### src/hdl/slmp_pkg.sv
// Shared types, constants and saturating arithmetic for the spin chain stepper.
package slmp_pkg;

	// Fixed-point format: signed Q7.24 in a 32-bit word.
	localparam int VALUE_BITS = 32;
	localparam int FRAC_BITS  = VALUE_BITS - 8;
	localparam int SITE_BITS  = 6;
	localparam int CFG_IDX_BITS = 3;
	localparam int MAX_SITES_DEF = 64;
	// Highest active site number that a step may walk (a 6-bit site field reaches 63).
	localparam int SITE_LIMIT = 62;

	typedef logic signed [VALUE_BITS-1:0] val_t;
	typedef logic [SITE_BITS-1:0] site_t;

	// Request kinds carried on the input tuser.
	typedef enum logic [1:0] {
		REQ_LOAD_SITE = 2'd0,
		REQ_LOAD_CPL  = 2'd1,
		REQ_STEP      = 2'd2
	} req_t;

	// Configuration register indexes.
	typedef enum logic [CFG_IDX_BITS-1:0] {
		CFG_SITE_COUNT  = 3'd0,
		CFG_DRIVE_FIRST = 3'd1,
		CFG_DRIVE_LAST  = 3'd2,
		CFG_BIAS_Z      = 3'd3,
		CFG_HALF_GAIN   = 3'd4,
		CFG_FULL_GAIN   = 3'd5
	} cfg_idx_t;

	// A saturated value together with its overflow mark.
	typedef struct packed {
		logic signed [VALUE_BITS-1:0] v;
		logic o;
	} sres_t;

	localparam val_t VAL_MAX = {1'b0, {(VALUE_BITS-1){1'b1}}};
	localparam val_t VAL_MIN = {1'b1, {(VALUE_BITS-1){1'b0}}};

	// Saturating addition.
	function automatic sres_t sat_add(input val_t a, input val_t b);
		logic signed [VALUE_BITS:0] sum;
		sres_t r;
		sum = {a[VALUE_BITS-1], a} + {b[VALUE_BITS-1], b};
		r.o = sum[VALUE_BITS] != sum[VALUE_BITS-1];
		r.v = r.o ? (sum[VALUE_BITS] ? VAL_MIN : VAL_MAX) : sum[VALUE_BITS-1:0];
		return r;
	endfunction

	// Saturating subtraction.
	function automatic sres_t sat_sub(input val_t a, input val_t b);
		logic signed [VALUE_BITS:0] dif;
		sres_t r;
		dif = {a[VALUE_BITS-1], a} - {b[VALUE_BITS-1], b};
		r.o = dif[VALUE_BITS] != dif[VALUE_BITS-1];
		r.v = r.o ? (dif[VALUE_BITS] ? VAL_MIN : VAL_MAX) : dif[VALUE_BITS-1:0];
		return r;
	endfunction

endpackage

### src/hdl/slmp_qmul.sv
// Fixed-point multiplier with a registered product, floor rounding and saturation.
module slmp_qmul (
	input  logic           clk,
	input  slmp_pkg::val_t a,
	input  slmp_pkg::val_t b,
	output slmp_pkg::val_t q,
	output logic           ovf
);
	import slmp_pkg::*;

	localparam int PW = 2 * VALUE_BITS;

	logic signed [PW-1:0] prod_s1;
	logic signed [PW-1:0] shifted;
	logic                 fits;

	// Full-width product, registered.
	always_ff @(posedge clk) begin
		prod_s1 <= PW'(a) * PW'(b);
	end

	// Arithmetic shift rounds toward minus infinity; the upper bits must all match the sign.
	always_comb begin
		shifted = prod_s1 >>> FRAC_BITS;
		fits = (&shifted[PW-1:VALUE_BITS-1]) | ~(|shifted[PW-1:VALUE_BITS-1]);
		ovf = ~fits;
		if (fits) begin
			q = shifted[VALUE_BITS-1:0];
		end else if (shifted[PW-1]) begin
			q = VAL_MIN;
		end else begin
			q = VAL_MAX;
		end
	end

endmodule

### config.mk
export PLATFORM = sky130hd
export DESIGN_NAME = slmp_qmul
export DESIGN_NICKNAME = d
export VERILOG_FILES = /design/src/hdl/slmp_pkg.sv /design/src/hdl/slmp_qmul.sv
export SDC_FILE = /design/constraint.sdc
export NUM_CORES = 2
export LEC_CHECK = 0
export BUFFER_PORTS_ARGS = -buffer_cell sky130_fd_sc_hd__buf_2
export CAP_MARGIN = 40
export CORE_MARGIN = 8
export CORE_UTILIZATION = 65
export DETAILED_ROUTE_END_ITERATION = 10
export PLACE_DENSITY_LB_ADDON = 0.3
export SETUP_SLACK_MARGIN = 0.15
export SLEW_MARGIN = 20
export SYNTH_ARGS = -nofsm -noshare
export SYNTH_HDL_FRONTEND = slang
export SYNTH_SLANG_ARGS = --single-unit
### constraint.sdc
create_clock -name clk -period 10.3 [get_ports clk]
set_input_delay 1.545 -clock clk [delete_from_list [all_inputs] [get_ports clk]]
set_output_delay 1.545 -clock clk [all_outputs]
set_load 0.01 [all_outputs]
==> impl_metrics.ini <==
[cts]
cts_sinks = 40
cts_max_level = 2
hold_buffers = 0
cts_resized = 0
root_buffer = clkbuf_16
cts.path.max_buffers = 2
path_clk_slew_ns = 0.06
cts_made_buffers = 5
cts_tree = yes
post_cts_buffers = 0

[detailed_routing]
drc = 0
routed_via_density = 5.678
wl_per_cell_um = 21.26
num_vias = 26030
routed_wl_um = 97480
drt-initial-drc-count = 1756
drtPass1Iterations = 5
antenna_left = 0

[cells_and_area]
mostFrequentLayoutCells = fa_1, inv_1, nand2_1
syn2layout_area_growth_pct = 3.242
finalNetCount = 5153
largest-register = prod_s1
reg_top3 = prod_s1: 40 flops
mostFrequentLayoutCell = fa_1
drive_gt1_frac = 0.04545
largest_reg_flops = 40

[synth]
netlist_top_cells_area = fa_1, inv_1, and2_1
synth_seq_cells = 40
yosysSeqAreaShare = 0.02178
synth_area_um2 = 36770
postSynthAreaPerCell_um2 = 9.456
ys_async_sr_fraction = 0
synth_top_area_cell = fa_1
synth_warnings = 0
synth_cell_types = 68
ys.flop_type = dfxtp_1
syn_inst = 3889
synth.top_cell.area_share = 0.5885
synth_fp_nets = 5215
synth_edf_count = 0

[timing]
worst_pin_slew_ns = 0.8869
rsz0062_at_grt = false
finalCritPeriodShare = 0.8925
slew_viol_final = 0
setup_violations = 0
period_minus_slack_ns = 9.193
slew-limit-headroom = 0.4088
timing.fmax_ghz = 0.1088
final_hold_viol_count = 0
fin_setup_tns_ns = 0

[grt]
antenna_found_initial = 4
grt_overflow_total = 0
grt_max_degree = 33
first_global_vias = 30580
grt_pass1_wl_um = 160800
grt_util_all_layers = 0.3248

[run]
max_cap_violations = 0

[floorplanning]
initial_core_util = 0.6547
die_height_um = 253.9
ioPinCount = 98
coreArea_um2 = 56170
die_area_um2 = 64440
fp-row-count = 87
dieWidth_um = 253.9

[status]
status = finished, final reports clean

[setup_path]
end_kind = flip-flop
worst-setup-path-type = in -> reg
crit_arrival_ns = 9.41
cp-start-kind = input port
worstPathMaxFanout = 32
required_ns = 10.52

[placed_design]
hpwl_um = 78780
gp_congestion = 0.9568
portBuffers = 97

[min_path]
hold_path_class = reg -> out
-- path summary, 6_finish.rpt --
kind	start	endpoint	slack [ns]	cells past startpoint
max	a[31]	prod_s1[63]$_DFF_P_	1.11	23
min	prod_s1[30]$_DFF_P_	q[6]	2.34	2
-- stage by stage --
step | worst slack [ns] | utilization | hold WS (ns) | std cells | cell area (um^2)
floorplan | 1.573 | - | 1.953 | 3889 | 36770
global placement | 0.9142 | 0.6712 | 2.046 | 4571 | 37700
detailed placement | 0.8551 | 0.6716 | 2.043 | 4573 | 37720
CTS | 1.134 | 0.6747 | 2.354 | 4581 | 37900
global route | 0.6394 | 0.6759 | 2.379 | 4585 | 37970
finish | 1.107 | 0.6759 | 2.339 | 4585 | 37970
-- Yosys cell counts (all sizes together), types with 3 or more instances --
cell	instances
fa	1081
inv	995
nand2	527
and2	511
clkbuf	200
ha	180
a21oi	56
a21o	51
nor2	44
dfxtp	40
xnor2	38
o21ai	26
xor2	17
nand3	14
nand4	12
nand2b	10
a211oi	9
and3	7
buf	6
o21a	6
a41oi	5
nor3	5
o21bai	5
a31oi	4
o31ai	4
nor4	3
o211ai	3
-- layout make-up --
type	instances	area [um^2]
diodes	1	2.502
clock buffers	5	125.1
well taps	756	945.9
inverters	996	3739
clock inverters	3	46.29
fillers	4504	18200
repair buffers	137	854.6
multi-input cells	2647	31450
flip-flops and latches	40	800.8
-- critical path: stages --
cell,delay [ns]
buf_2,0.51
nand2_1,0.32
fa_1,0.70
fa_1,0.93
fa_1,0.54
inv_1,0.40
fa_1,0.54
fa_1,0.46
inv_1,0.09
fa_1,0.43
fa_1,0.42
fa_1,0.54
inv_1,0.04
ha_1,0.40
a21oi_1,0.20
o21bai_1,0.08
a21o_1,0.17
a21o_1,0.17
a21oi_1,0.12
o21ai_0,0.14
or3_1,0.33
o21bai_1,0.19
xnor2_1,0.13
-- metal layers --
| metal | vias to the layer above | track usage | share of wire |
|---|---|---|---|
| met4 | 2 | 0.2079 | 0.079 |
| li1 | 10860 | - | - |
| met5 | - | 0 | 0.00011 |
| met3 | 449 | 0.04141 | 0.068 |
| met1 | 13450 | 0.3762 | 0.35 |
| met2 | 1271 | 0.5685 | 0.51 |
-- cell families (layout without fill, tap and decap cells) --
family                   after synthesis  after routing  synth area share
adder cells (fa/ha/maj)             1261           1261            0.6497
buffers and inverters               1202           1141            0.1231
AND/OR/NAND/NOR                     1144           1144            0.1558
AO/OA/AOI/OAI                        187            187           0.03651
XOR/XNOR                              55             55           0.01310
flip-flops                            40             40           0.02178
other                                  0              1                 0
Power is left out: the tool's default activity adds up to more than one toggle a clock period on the data nets, which glitch-free logic cannot reach.
